File: config.mk
export PLATFORM = sky130hd
export DESIGN_NAME = source_lexer_tokenizer
export DESIGN_NICKNAME = d
export VERILOG_FILES = /design/src/hw/rtl/slt_pkg.sv /design/src/hw/rtl/slt_scan.sv /design/src/hw/rtl/slt_outq.sv /design/src/hw/rtl/source_lexer_tokenizer.sv
export SDC_FILE = /design/constraint.sdc
export NUM_CORES = 1
export LEC_CHECK = 0
export ABC_CLOCK_PERIOD_IN_PS = 5000
export BUFFER_PORTS_ARGS = -buffer_cell sky130_fd_sc_hd__buf_2
export CAP_MARGIN = 15
export CORE_UTILIZATION = 57
export CTS_CLUSTER_DIAMETER = 50
export DETAILED_ROUTE_END_ITERATION = 12
export PLACE_DENSITY_LB_ADDON = 0.25
export SYNTH_ARGS = -nofsm -noshare
export SYNTH_HDL_FRONTEND = slang
export SYNTH_HIERARCHICAL = 1
export SYNTH_SLANG_ARGS = --single-unit
File: constraint.sdc
create_clock -name clk -period 5 [get_ports clk]
set_input_delay 0.5 -clock clk [delete_from_list [all_inputs] [get_ports clk]]
set_output_delay 0.5 -clock clk [all_outputs]
set_load 0.005 [all_outputs]
File: src/hw/rtl/slt_pkg.sv
package slt_pkg;

  localparam int OFFSET_BITS = 32;
  localparam int LENGTH_BITS = 16;
  localparam int KIND_BITS   = 5;
  localparam int WIN_BITS    = 48;
  localparam int KW_BYTES    = 6;

  localparam int Q_DEPTH    = 4;
  localparam int Q_PTR_BITS = $clog2(Q_DEPTH);
  localparam int Q_CNT_BITS = $clog2(Q_DEPTH + 1);

  localparam logic [LENGTH_BITS-1:0] LEN_MAX = {LENGTH_BITS{1'b1}};

  localparam logic [KIND_BITS-1:0] K_END     = 5'd0;
  localparam logic [KIND_BITS-1:0] K_FN      = 5'd1;
  localparam logic [KIND_BITS-1:0] K_LET     = 5'd2;
  localparam logic [KIND_BITS-1:0] K_IF      = 5'd3;
  localparam logic [KIND_BITS-1:0] K_ELSE    = 5'd4;
  localparam logic [KIND_BITS-1:0] K_RETURN  = 5'd5;
  localparam logic [KIND_BITS-1:0] K_IDENT   = 5'd6;
  localparam logic [KIND_BITS-1:0] K_INTEGER = 5'd7;
  localparam logic [KIND_BITS-1:0] K_STRING  = 5'd8;
  localparam logic [KIND_BITS-1:0] K_LPAREN  = 5'd9;
  localparam logic [KIND_BITS-1:0] K_RPAREN  = 5'd10;
  localparam logic [KIND_BITS-1:0] K_LBRACE  = 5'd11;
  localparam logic [KIND_BITS-1:0] K_RBRACE  = 5'd12;
  localparam logic [KIND_BITS-1:0] K_COMMA   = 5'd13;
  localparam logic [KIND_BITS-1:0] K_COLON   = 5'd14;
  localparam logic [KIND_BITS-1:0] K_PLUS    = 5'd15;
  localparam logic [KIND_BITS-1:0] K_MINUS   = 5'd16;
  localparam logic [KIND_BITS-1:0] K_ARROW   = 5'd17;
  localparam logic [KIND_BITS-1:0] K_STAR    = 5'd18;
  localparam logic [KIND_BITS-1:0] K_SLASH   = 5'd19;
  localparam logic [KIND_BITS-1:0] K_ASSIGN  = 5'd20;
  localparam logic [KIND_BITS-1:0] K_LE      = 5'd21;
  localparam logic [KIND_BITS-1:0] K_SEMI    = 5'd22;
  localparam logic [KIND_BITS-1:0] K_BAD     = 5'd23;
  localparam logic [KIND_BITS-1:0] K_UNTERM  = 5'd24;

  localparam logic [WIN_BITS-1:0] KW_FN     = {32'h0, "fn"};
  localparam logic [WIN_BITS-1:0] KW_LET    = {24'h0, "let"};
  localparam logic [WIN_BITS-1:0] KW_IF     = {32'h0, "if"};
  localparam logic [WIN_BITS-1:0] KW_ELSE   = {16'h0, "else"};
  localparam logic [WIN_BITS-1:0] KW_RETURN = "return";

  typedef struct packed {
    logic [KIND_BITS-1:0]   kind;
    logic [OFFSET_BITS-1:0] offset;
    logic [LENGTH_BITS-1:0] length;
    logic                   last;
  } token_t;

endpackage

File: src/hw/rtl/slt_scan.sv
module slt_scan (
  input  logic            clk,
  input  logic            rst_n,
  input  logic            fire,
  input  logic            mode,
  input  logic [7:0]      char_byte,
  output slt_pkg::token_t tok0,
  output slt_pkg::token_t tok1,
  output logic [1:0]      tok_cnt
);

  typedef enum logic [2:0] {
    SM_IDLE, SM_IDENT, SM_NUMBER, SM_STRING, SM_MINUS, SM_LT, SM_ERROR
  } scan_mode_t;

  typedef struct packed {
    scan_mode_t                      mode;
    logic [slt_pkg::OFFSET_BITS-1:0] pos;
    logic [slt_pkg::OFFSET_BITS-1:0] start;
    logic [slt_pkg::LENGTH_BITS-1:0] cnt;
    logic [slt_pkg::WIN_BITS-1:0]    win;
  } scan_state_t;

  typedef struct packed {
    logic            hit;
    slt_pkg::token_t tok;
    scan_state_t     st;
  } idle_res_t;

  scan_state_t     state_r;
  scan_state_t     state_nxt;
  idle_res_t       idle_v;
  logic            pend_hit;
  slt_pkg::token_t pend_tok;
  logic            sec_hit;
  slt_pkg::token_t sec_tok;

  function automatic logic is_alpha(input logic [7:0] c);
    return (c >= "a" && c <= "z") || (c >= "A" && c <= "Z");
  endfunction

  function automatic logic is_digit(input logic [7:0] c);
    return c >= "0" && c <= "9";
  endfunction

  function automatic logic is_space(input logic [7:0] c);
    return c == 8'd32 || (c >= 8'd9 && c <= 8'd13);
  endfunction

  function automatic slt_pkg::token_t mk_tok(input logic [slt_pkg::KIND_BITS-1:0] kind,
                                             input logic [slt_pkg::OFFSET_BITS-1:0] off,
                                             input logic [slt_pkg::LENGTH_BITS-1:0] len);
    slt_pkg::token_t t;
    t.kind   = kind;
    t.offset = off;
    t.length = len;
    t.last   = 1'b0;
    return t;
  endfunction

  function automatic scan_state_t count_byte(input scan_state_t s, input logic [7:0] c);
    scan_state_t r;
    r = s;
    if (s.cnt < slt_pkg::LENGTH_BITS'(slt_pkg::KW_BYTES)) begin
      r.win = {s.win[slt_pkg::WIN_BITS-9:0], c};
    end
    if (s.cnt != slt_pkg::LEN_MAX) begin
      r.cnt = s.cnt + 1'b1;
    end
    return r;
  endfunction

  function automatic logic [slt_pkg::KIND_BITS-1:0] ident_kind(input scan_state_t s);
    logic [slt_pkg::KIND_BITS-1:0] k;
    k = slt_pkg::K_IDENT;
    if (s.cnt == 2 && s.win == slt_pkg::KW_FN) k = slt_pkg::K_FN;
    else if (s.cnt == 3 && s.win == slt_pkg::KW_LET) k = slt_pkg::K_LET;
    else if (s.cnt == 2 && s.win == slt_pkg::KW_IF) k = slt_pkg::K_IF;
    else if (s.cnt == 4 && s.win == slt_pkg::KW_ELSE) k = slt_pkg::K_ELSE;
    else if (s.cnt == 6 && s.win == slt_pkg::KW_RETURN) k = slt_pkg::K_RETURN;
    return k;
  endfunction

  function automatic idle_res_t idle_scan(input scan_state_t s, input logic [7:0] c);
    idle_res_t                     r;
    logic [slt_pkg::KIND_BITS-1:0] k;
    logic                          punct;
    r.hit     = 1'b0;
    r.st      = s;
    r.st.mode = SM_IDLE;
    punct     = 1'b1;
    case (c)
      "(":     k = slt_pkg::K_LPAREN;
      ")":     k = slt_pkg::K_RPAREN;
      "{":     k = slt_pkg::K_LBRACE;
      "}":     k = slt_pkg::K_RBRACE;
      ",":     k = slt_pkg::K_COMMA;
      ":":     k = slt_pkg::K_COLON;
      "+":     k = slt_pkg::K_PLUS;
      "*":     k = slt_pkg::K_STAR;
      "/":     k = slt_pkg::K_SLASH;
      "=":     k = slt_pkg::K_ASSIGN;
      ";":     k = slt_pkg::K_SEMI;
      default: begin
        k     = slt_pkg::K_BAD;
        punct = 1'b0;
      end
    endcase
    r.tok = mk_tok(k, s.pos, slt_pkg::LENGTH_BITS'(1));
    if (is_space(c)) begin
      r.hit = 1'b0;
    end else if (punct) begin
      r.hit = 1'b1;
    end else if (c == "-" || c == "<" || c == 8'h22) begin
      r.st.mode  = (c == "-") ? SM_MINUS : ((c == "<") ? SM_LT : SM_STRING);
      r.st.start = (c == 8'h22) ? s.pos + 1'b1 : s.pos;
      r.st.cnt   = '0;
      r.st.win   = '0;
    end else if (is_alpha(c) || c == "_" || is_digit(c)) begin
      r.st.mode  = is_digit(c) ? SM_NUMBER : SM_IDENT;
      r.st.start = s.pos;
      r.st.cnt   = slt_pkg::LENGTH_BITS'(1);
      r.st.win   = {{(slt_pkg::WIN_BITS-8){1'b0}}, c};
    end else begin
      r.hit     = 1'b1;
      r.st.mode = SM_ERROR;
    end
    return r;
  endfunction

  always_comb begin
    idle_v    = idle_scan(state_r, char_byte);
    state_nxt = state_r;
    pend_hit  = 1'b0;
    pend_tok  = '0;
    sec_hit   = 1'b0;
    sec_tok   = '0;
    if (mode) begin
      pend_hit = 1'b1;
      case (state_r.mode)
        SM_IDENT:  pend_tok = mk_tok(ident_kind(state_r), state_r.start, state_r.cnt);
        SM_NUMBER: pend_tok = mk_tok(slt_pkg::K_INTEGER, state_r.start, state_r.cnt);
        SM_STRING: pend_tok = mk_tok(slt_pkg::K_UNTERM, state_r.start, state_r.cnt);
        SM_MINUS:  pend_tok = mk_tok(slt_pkg::K_MINUS, state_r.start,
                                     slt_pkg::LENGTH_BITS'(1));
        SM_LT:     pend_tok = mk_tok(slt_pkg::K_BAD, state_r.start,
                                     slt_pkg::LENGTH_BITS'(1));
        default:   pend_hit = 1'b0;
      endcase
      sec_hit   = 1'b1;
      sec_tok   = mk_tok(slt_pkg::K_END, state_r.pos, '0);
      state_nxt = '{mode: SM_IDLE, default: '0};
    end else begin
      case (state_r.mode)
        SM_IDENT: begin
          if (is_alpha(char_byte) || is_digit(char_byte) || char_byte == "_") begin
            state_nxt = count_byte(state_r, char_byte);
          end else begin
            pend_hit  = 1'b1;
            pend_tok  = mk_tok(ident_kind(state_r), state_r.start, state_r.cnt);
            sec_hit   = idle_v.hit;
            sec_tok   = idle_v.tok;
            state_nxt = idle_v.st;
          end
        end
        SM_NUMBER: begin
          if (is_digit(char_byte)) begin
            state_nxt = count_byte(state_r, char_byte);
          end else begin
            pend_hit  = 1'b1;
            pend_tok  = mk_tok(slt_pkg::K_INTEGER, state_r.start, state_r.cnt);
            sec_hit   = idle_v.hit;
            sec_tok   = idle_v.tok;
            state_nxt = idle_v.st;
          end
        end
        SM_STRING: begin
          if (char_byte == 8'h22) begin
            pend_hit       = 1'b1;
            pend_tok       = mk_tok(slt_pkg::K_STRING, state_r.start, state_r.cnt);
            state_nxt.mode = SM_IDLE;
          end else if (state_r.cnt != slt_pkg::LEN_MAX) begin
            state_nxt.cnt = state_r.cnt + 1'b1;
          end
        end
        SM_MINUS: begin
          pend_hit = 1'b1;
          if (char_byte == ">") begin
            pend_tok       = mk_tok(slt_pkg::K_ARROW, state_r.start,
                                    slt_pkg::LENGTH_BITS'(2));
            state_nxt.mode = SM_IDLE;
          end else begin
            pend_tok  = mk_tok(slt_pkg::K_MINUS, state_r.start, slt_pkg::LENGTH_BITS'(1));
            sec_hit   = idle_v.hit;
            sec_tok   = idle_v.tok;
            state_nxt = idle_v.st;
          end
        end
        SM_LT: begin
          pend_hit = 1'b1;
          if (char_byte == "=") begin
            pend_tok       = mk_tok(slt_pkg::K_LE, state_r.start, slt_pkg::LENGTH_BITS'(2));
            state_nxt.mode = SM_IDLE;
          end else begin
            pend_tok       = mk_tok(slt_pkg::K_BAD, state_r.start, slt_pkg::LENGTH_BITS'(1));
            state_nxt.mode = SM_ERROR;
          end
        end
        SM_ERROR: begin
          state_nxt.mode = SM_ERROR;
        end
        default: begin
          sec_hit   = idle_v.hit;
          sec_tok   = idle_v.tok;
          state_nxt = idle_v.st;
        end
      endcase
      state_nxt.pos = state_r.pos + 1'b1;
    end

    if (pend_hit) begin
      tok0    = pend_tok;
      tok1    = sec_tok;
      tok_cnt = sec_hit ? 2'd2 : 2'd1;
    end else begin
      tok0    = sec_tok;
      tok1    = '0;
      tok_cnt = sec_hit ? 2'd1 : 2'd0;
    end
    if (tok_cnt == 2'd2) begin
      tok1.last = 1'b1;
    end else begin
      tok0.last = 1'b1;
    end
  end

  always_ff @(posedge clk) begin
    if (!rst_n) begin
      state_r <= '{mode: SM_IDLE, default: '0};
    end else if (fire) begin
      state_r <= state_nxt;
    end
  end

endmodule

File: src/hw/rtl/slt_outq.sv
module slt_outq (
  input  logic                                clk,
  input  logic                                rst_n,
  input  logic                                push,
  input  logic [1:0]                          push_cnt,
  input  slt_pkg::token_t                     tok0,
  input  slt_pkg::token_t                     tok1,
  output logic                                room,
  output logic                                out_valid,
  input  logic                                out_stall,
  output logic [slt_pkg::KIND_BITS-1:0]       out_token_kind,
  output logic [slt_pkg::OFFSET_BITS-1:0]     out_start_offset,
  output logic [slt_pkg::LENGTH_BITS-1:0]     out_token_length,
  output logic                                out_last
);

  slt_pkg::token_t                 mem_r [slt_pkg::Q_DEPTH];
  logic [slt_pkg::Q_PTR_BITS-1:0]  wr_ptr_r;
  logic [slt_pkg::Q_PTR_BITS-1:0]  wr_ptr_nxt;
  logic [slt_pkg::Q_PTR_BITS-1:0]  rd_ptr_r;
  logic [slt_pkg::Q_PTR_BITS-1:0]  rd_ptr_nxt;
  logic [slt_pkg::Q_CNT_BITS-1:0]  count_r;
  logic [slt_pkg::Q_CNT_BITS-1:0]  count_nxt;
  logic [slt_pkg::Q_CNT_BITS-1:0]  add_cnt;
  logic                            pop;
  slt_pkg::token_t                 head;

  assign room      = count_r <= slt_pkg::Q_CNT_BITS'(slt_pkg::Q_DEPTH - 2);
  assign out_valid = count_r != '0;
  assign pop       = out_valid && !out_stall;
  assign head      = mem_r[rd_ptr_r];

  assign out_token_kind   = head.kind;
  assign out_start_offset = head.offset;
  assign out_token_length = head.length;
  assign out_last         = head.last;

  always_comb begin
    add_cnt    = push ? slt_pkg::Q_CNT_BITS'(push_cnt) : '0;
    wr_ptr_nxt = wr_ptr_r + slt_pkg::Q_PTR_BITS'(add_cnt);
    rd_ptr_nxt = rd_ptr_r + slt_pkg::Q_PTR_BITS'(pop);
    count_nxt  = count_r + add_cnt - slt_pkg::Q_CNT_BITS'(pop);
  end

  always_ff @(posedge clk) begin
    if (!rst_n) begin
      wr_ptr_r <= '0;
      rd_ptr_r <= '0;
      count_r  <= '0;
    end else begin
      wr_ptr_r <= wr_ptr_nxt;
      rd_ptr_r <= rd_ptr_nxt;
      count_r  <= count_nxt;
    end
  end

  always_ff @(posedge clk) begin
    if (push && push_cnt != 2'd0) begin
      mem_r[wr_ptr_r] <= tok0;
    end
    if (push && push_cnt == 2'd2) begin
      mem_r[wr_ptr_r + 1'b1] <= tok1;
    end
  end

endmodule

File: src/hw/rtl/source_lexer_tokenizer.sv
// Streaming lexer: one source byte or end marker per input transfer, up to two tokens out.
// Each token is written into the registered token queue and offered on the output from there, behind earlier tokens.
// Throughput: one input transfer per cycle while the four-entry token queue has room
// for two tokens; the output drains one token per cycle while out_stall is low.
// Reset: synchronous active-low rst_n returns the scanner to idle at offset zero and empties the queue.
module source_lexer_tokenizer (
  input  logic                            clk,
  input  logic                            rst_n,
  input  logic                            in_valid,
  output logic                            in_stall,
  input  logic                            in_mode,
  input  logic [7:0]                      in_char_byte,
  output logic                            out_valid,
  input  logic                            out_stall,
  output logic [slt_pkg::KIND_BITS-1:0]   out_token_kind,
  output logic [slt_pkg::OFFSET_BITS-1:0] out_start_offset,
  output logic [slt_pkg::LENGTH_BITS-1:0] out_token_length,
  output logic                            out_last
);

  logic            in_fire;
  logic            room;
  slt_pkg::token_t tok0;
  slt_pkg::token_t tok1;
  logic [1:0]      tok_cnt;

  assign in_stall = !room;
  assign in_fire  = in_valid && room;

  slt_scan u_scan (
    .clk       (clk),
    .rst_n     (rst_n),
    .fire      (in_fire),
    .mode      (in_mode),
    .char_byte (in_char_byte),
    .tok0      (tok0),
    .tok1      (tok1),
    .tok_cnt   (tok_cnt)
  );

  slt_outq u_outq (
    .clk              (clk),
    .rst_n            (rst_n),
    .push             (in_fire),
    .push_cnt         (tok_cnt),
    .tok0             (tok0),
    .tok1             (tok1),
    .room             (room),
    .out_valid        (out_valid),
    .out_stall        (out_stall),
    .out_token_kind   (out_token_kind),
    .out_start_offset (out_start_offset),
    .out_token_length (out_token_length),
    .out_last         (out_last)
  );

endmodule

==> key figures <==
Critical path
  • Slowest cell delay on critical path: 590 ps
  • Cells along the critical path: or3b_2 > a21oi_1 > a211oi_1 > and2b_4 > o21ai_4 > ha_1 > nand3b_2 > or3_4 > buf_12 > mux2_4
  • Startpoint types: register
  • Setup CP Type: reg -> reg
  • Critical path fanouts, max: 37
  • Crit-path slowest cell: or3b_2
  • Critical path required time: 5280 ps
  • CP arrival: 4560 ps
  • RR Startpoint: u_scan/state_r[128]$_SDFFE_PN0P_
  • Crit path capture type: register
  • Setup crit start: u_scan/state_r[128]$_SDFFE_PN0P_

Logic synthesis
  • Unique masters post-synth: 94
  • Post-synth top flop: edfxtp_1
  • Top cells by area, synth: edfxtp_1, dfxtp_1, mux2_2, mux4_2, a22o_1
  • Post-synth ARST share: 0
  • Yosys top cell by area: edfxtp_1
  • Synth top area share: 0.3308
  • Post-Synthesis Cells: 1685
  • Post-synthesis sequential area ratio: 0.4717
  • #FFs+latches synth: 354
  • Synth Warn #: 6
  • Number of flops mapped to enable cells by yosys: 216
  • Avg Inst Size Synth: 11.64 um2
  • Post-Syn Area: 19610 um2

Placement
  • Post-DP HPWL: 31.37 mm
  • Setup slack at placement: 579.3 ps
  • Routability congestion estimate: 0.9696
  • Port bufs: 68
  • Cells after DPL: 2102

Detailed routing
  • Drt wl/cell: 22.88 um
  • Vias after detailed routing: 14255
  • Drt pass-1 iters: 5
  • WL final: 49.83 mm
  • DRT iter0 DRCs: 1431
  • DRC viols: 0
  • Antenna viol nets, final: 0
  • Via/cell ratio: 6.545

Timing
  • Max Freq: 233.9 MHz
  • Final clock skew: 19.64 ps
  • Final worst slack: 724.5 ps
  • RSZ-0062 raised after global routing: no
  • Final Cycle Share: 0.8551
  • Tightest Pin Transition: 1140 ps
  • Fin Setup TNS: 0 ps
  • Hold Slack: 270.4 ps
  • Worst relative slew slack: 0.2372
  • Count of final setup violators: 0
  • Pins Over Slew Limit: 0
  • Final hold vios: 0
  • Tmin final: 4276 ps

Floorplan
  • Core Region: 33700 um2
  • Die W: 187.5 um
  • Io pins: 69
  • Starting Density: 0.5818
  • Die height: 187.5 um
  • Num rows: 67
  • Die Area: 35140 um2

GRT
  • Congestion Overflow GR: 0
  • Vias in the first global route: 14079
  • Total Routing Usage GR: 0.2833
  • Largest net degree at the start of global routing: 48
  • Initial antenna violation count: 0
  • Global-route wire length before repair: 78.95 mm

CTS
  • Clk_lat worst skew: 540 ps
  • Cts repair resizes: 0
  • CTS tree: yes
  • Clk buf depth: 3
  • Post-CTS setup buffer count: 0
  • CTS buffer count: 42
  • H-tree depth: 2
  • CTS clk-pin slew, worst paths: 50 ps
  • Clk sinks: 354
  • # hold bufs at CTS: 0
  • Clk root buf: clkbuf_16

Final layout
  • Area growth syn-to-layout: 10.25%
  • N_diodes: 0
  • Layout Cells excl Fill: 2178
  • Sequential cell area: 9254 um2
  • Layout filler cell count: 2621
  • Multi-input gate area: 9592 um2
  • Most common cell after layout, fill and taps aside: edfxtp_1
  • Share of cells above drive strength 1: 0.2746
  • Most frequent cells in the layout: edfxtp_1, mux2_2, dfxtp_1
  • Fin nets: 1724
  • Core Util, Final: 0.6414

Power
  • Sequential power share: 0.437
  • Pleak: 7.576 nW
  • Logic pwr share: 0.193
  • Sw power: 2.280 mW
  • Max VDD drop: 0.2185 mV
  • Clock share of power: 0.370
  • Sw Share: 0.2775
  • Internal: 5.937 mW
  • Pwr Density: 380.1 nW/um2

Hold path
  • Hold Startpoint: out_stall
  • Worst hold path type: in -> reg

Run
  • Max-capacitance violation count: 0

Status
  • Run status: finished clean
## Yosys cell counts, types with 7 or more instances
library cell and count:
buf_4 20, a21oi_1 59, nor2b_1 21, ha_1 12
nand4b_1 7, mux4_2 54, buf_2 42, a21boi_0 18
inv_1 27, o21a_1 8, or4_1 13, nor3_1 31
a211oi_1 7, a31oi_1 17, mux2_2 166, a22o_1 96
nor4_1 19, o211ai_1 7, and3_1 25, or3_1 12
nand2b_1 11, buf_6 10, o2bb2ai_1 8, nand4_1 20
dfxtp_1 138, nand2_1 86, o21ai_0 87, clkbuf_1 72
nor2_1 76, a32o_1 9, o22ai_1 10, mux2_4 50
nand3_1 27, edfxtp_1 216, o31ai_1 17, a21o_1 10
and2_1 68
## per-layer routing
layer | track usage | wire [um] | up-vias
met5 | 0 | 0 | -
met4 | 0.08505 | 1309 | 0
met3 | 0.04053 | 3609 | 90
met2 | 0.4415 | 22780 | 575
met1 | 0.4112 | 22140 | 7076
li1 | - | - | 6514
## metrics by stage
stage / total power, mW / instance area, um2
CTS: 8.258 / 21620
detailed placement: 5.229 / 20240
floorplan: 4.634 / 19660
global route: 8.507 / 21620
finish: 8.217 / 21620
global placement: 5.181 / 20240
## worst max-delay path, delay by kind of cell, from the launching register on
| family | cells | cell delay [ps] |
|---|---|---|
| simple gates | 4 | 1660 |
| compound gates | 3 | 800 |
| flops | 1 | 480 |
| fa+ha+maj | 1 | 420 |
| mux | 1 | 330 |
| buf+inv | 1 | 300 |
## kinds of logic (layout without fill, tap and decap cells)
group,Yosys count,in the layout,synth area share
AO/OA/AOI/OAI,401,401,0.1452
XOR/XNOR,9,9,0.004021
adder cells (fa/ha/maj),13,13,0.008679
buffers and inverters,177,208,0.04429
flip-flops,354,354,0.4717
multiplexers,275,275,0.1984
other,1,15,0.0001913
AND/OR/NAND/NOR,455,455,0.1274
## power groups by stage
stage          combinational, mW  clock (mW)  sequential (mW)
2_1_floorplan               1.10           0             3.53
3_3_place_gp                1.55           0             3.63
3_5_place_dp                1.57           0             3.65
4_1_cts                     1.59        3.07             3.60
5_1_grt                     1.70        3.18             3.63
6_report                    1.59        3.04             3.59
## state kept, by name, indices dropped and copies added (netlist names)
name             count
u_outq/count_r       3
u_outq/rd_ptr_r      2
u_outq/wr_ptr_r      2
u_scan/idle_v       32
u_outq/mem_r       216
u_scan/state_r      99
## final timing paths
check,end,slack [ps],depth (start not counted)
min,u_outq/rd_ptr_r[1]$_SDFF_PN0_,270,3
min reg2reg,u_scan/state_r[95]$_SDFFE_PN0P_,470,1
max reg2reg,u_outq/mem_r[1][41]$_DFFE_PP_,720,10
max,u_outq/mem_r[1][41]$_DFFE_PP_,720,10
## layout make-up
type	count	area share
Clock buffer	54	0.05210
Clock inverter	22	0.01163
Inverter	27	0.004689
Multi-Input combinational cell	1168	0.4437
Sequential cell	354	0.4281
Tap cell	448	0.02593
Timing Repair Buffer	105	0.03380
Power figures use the tool's default switching activity.
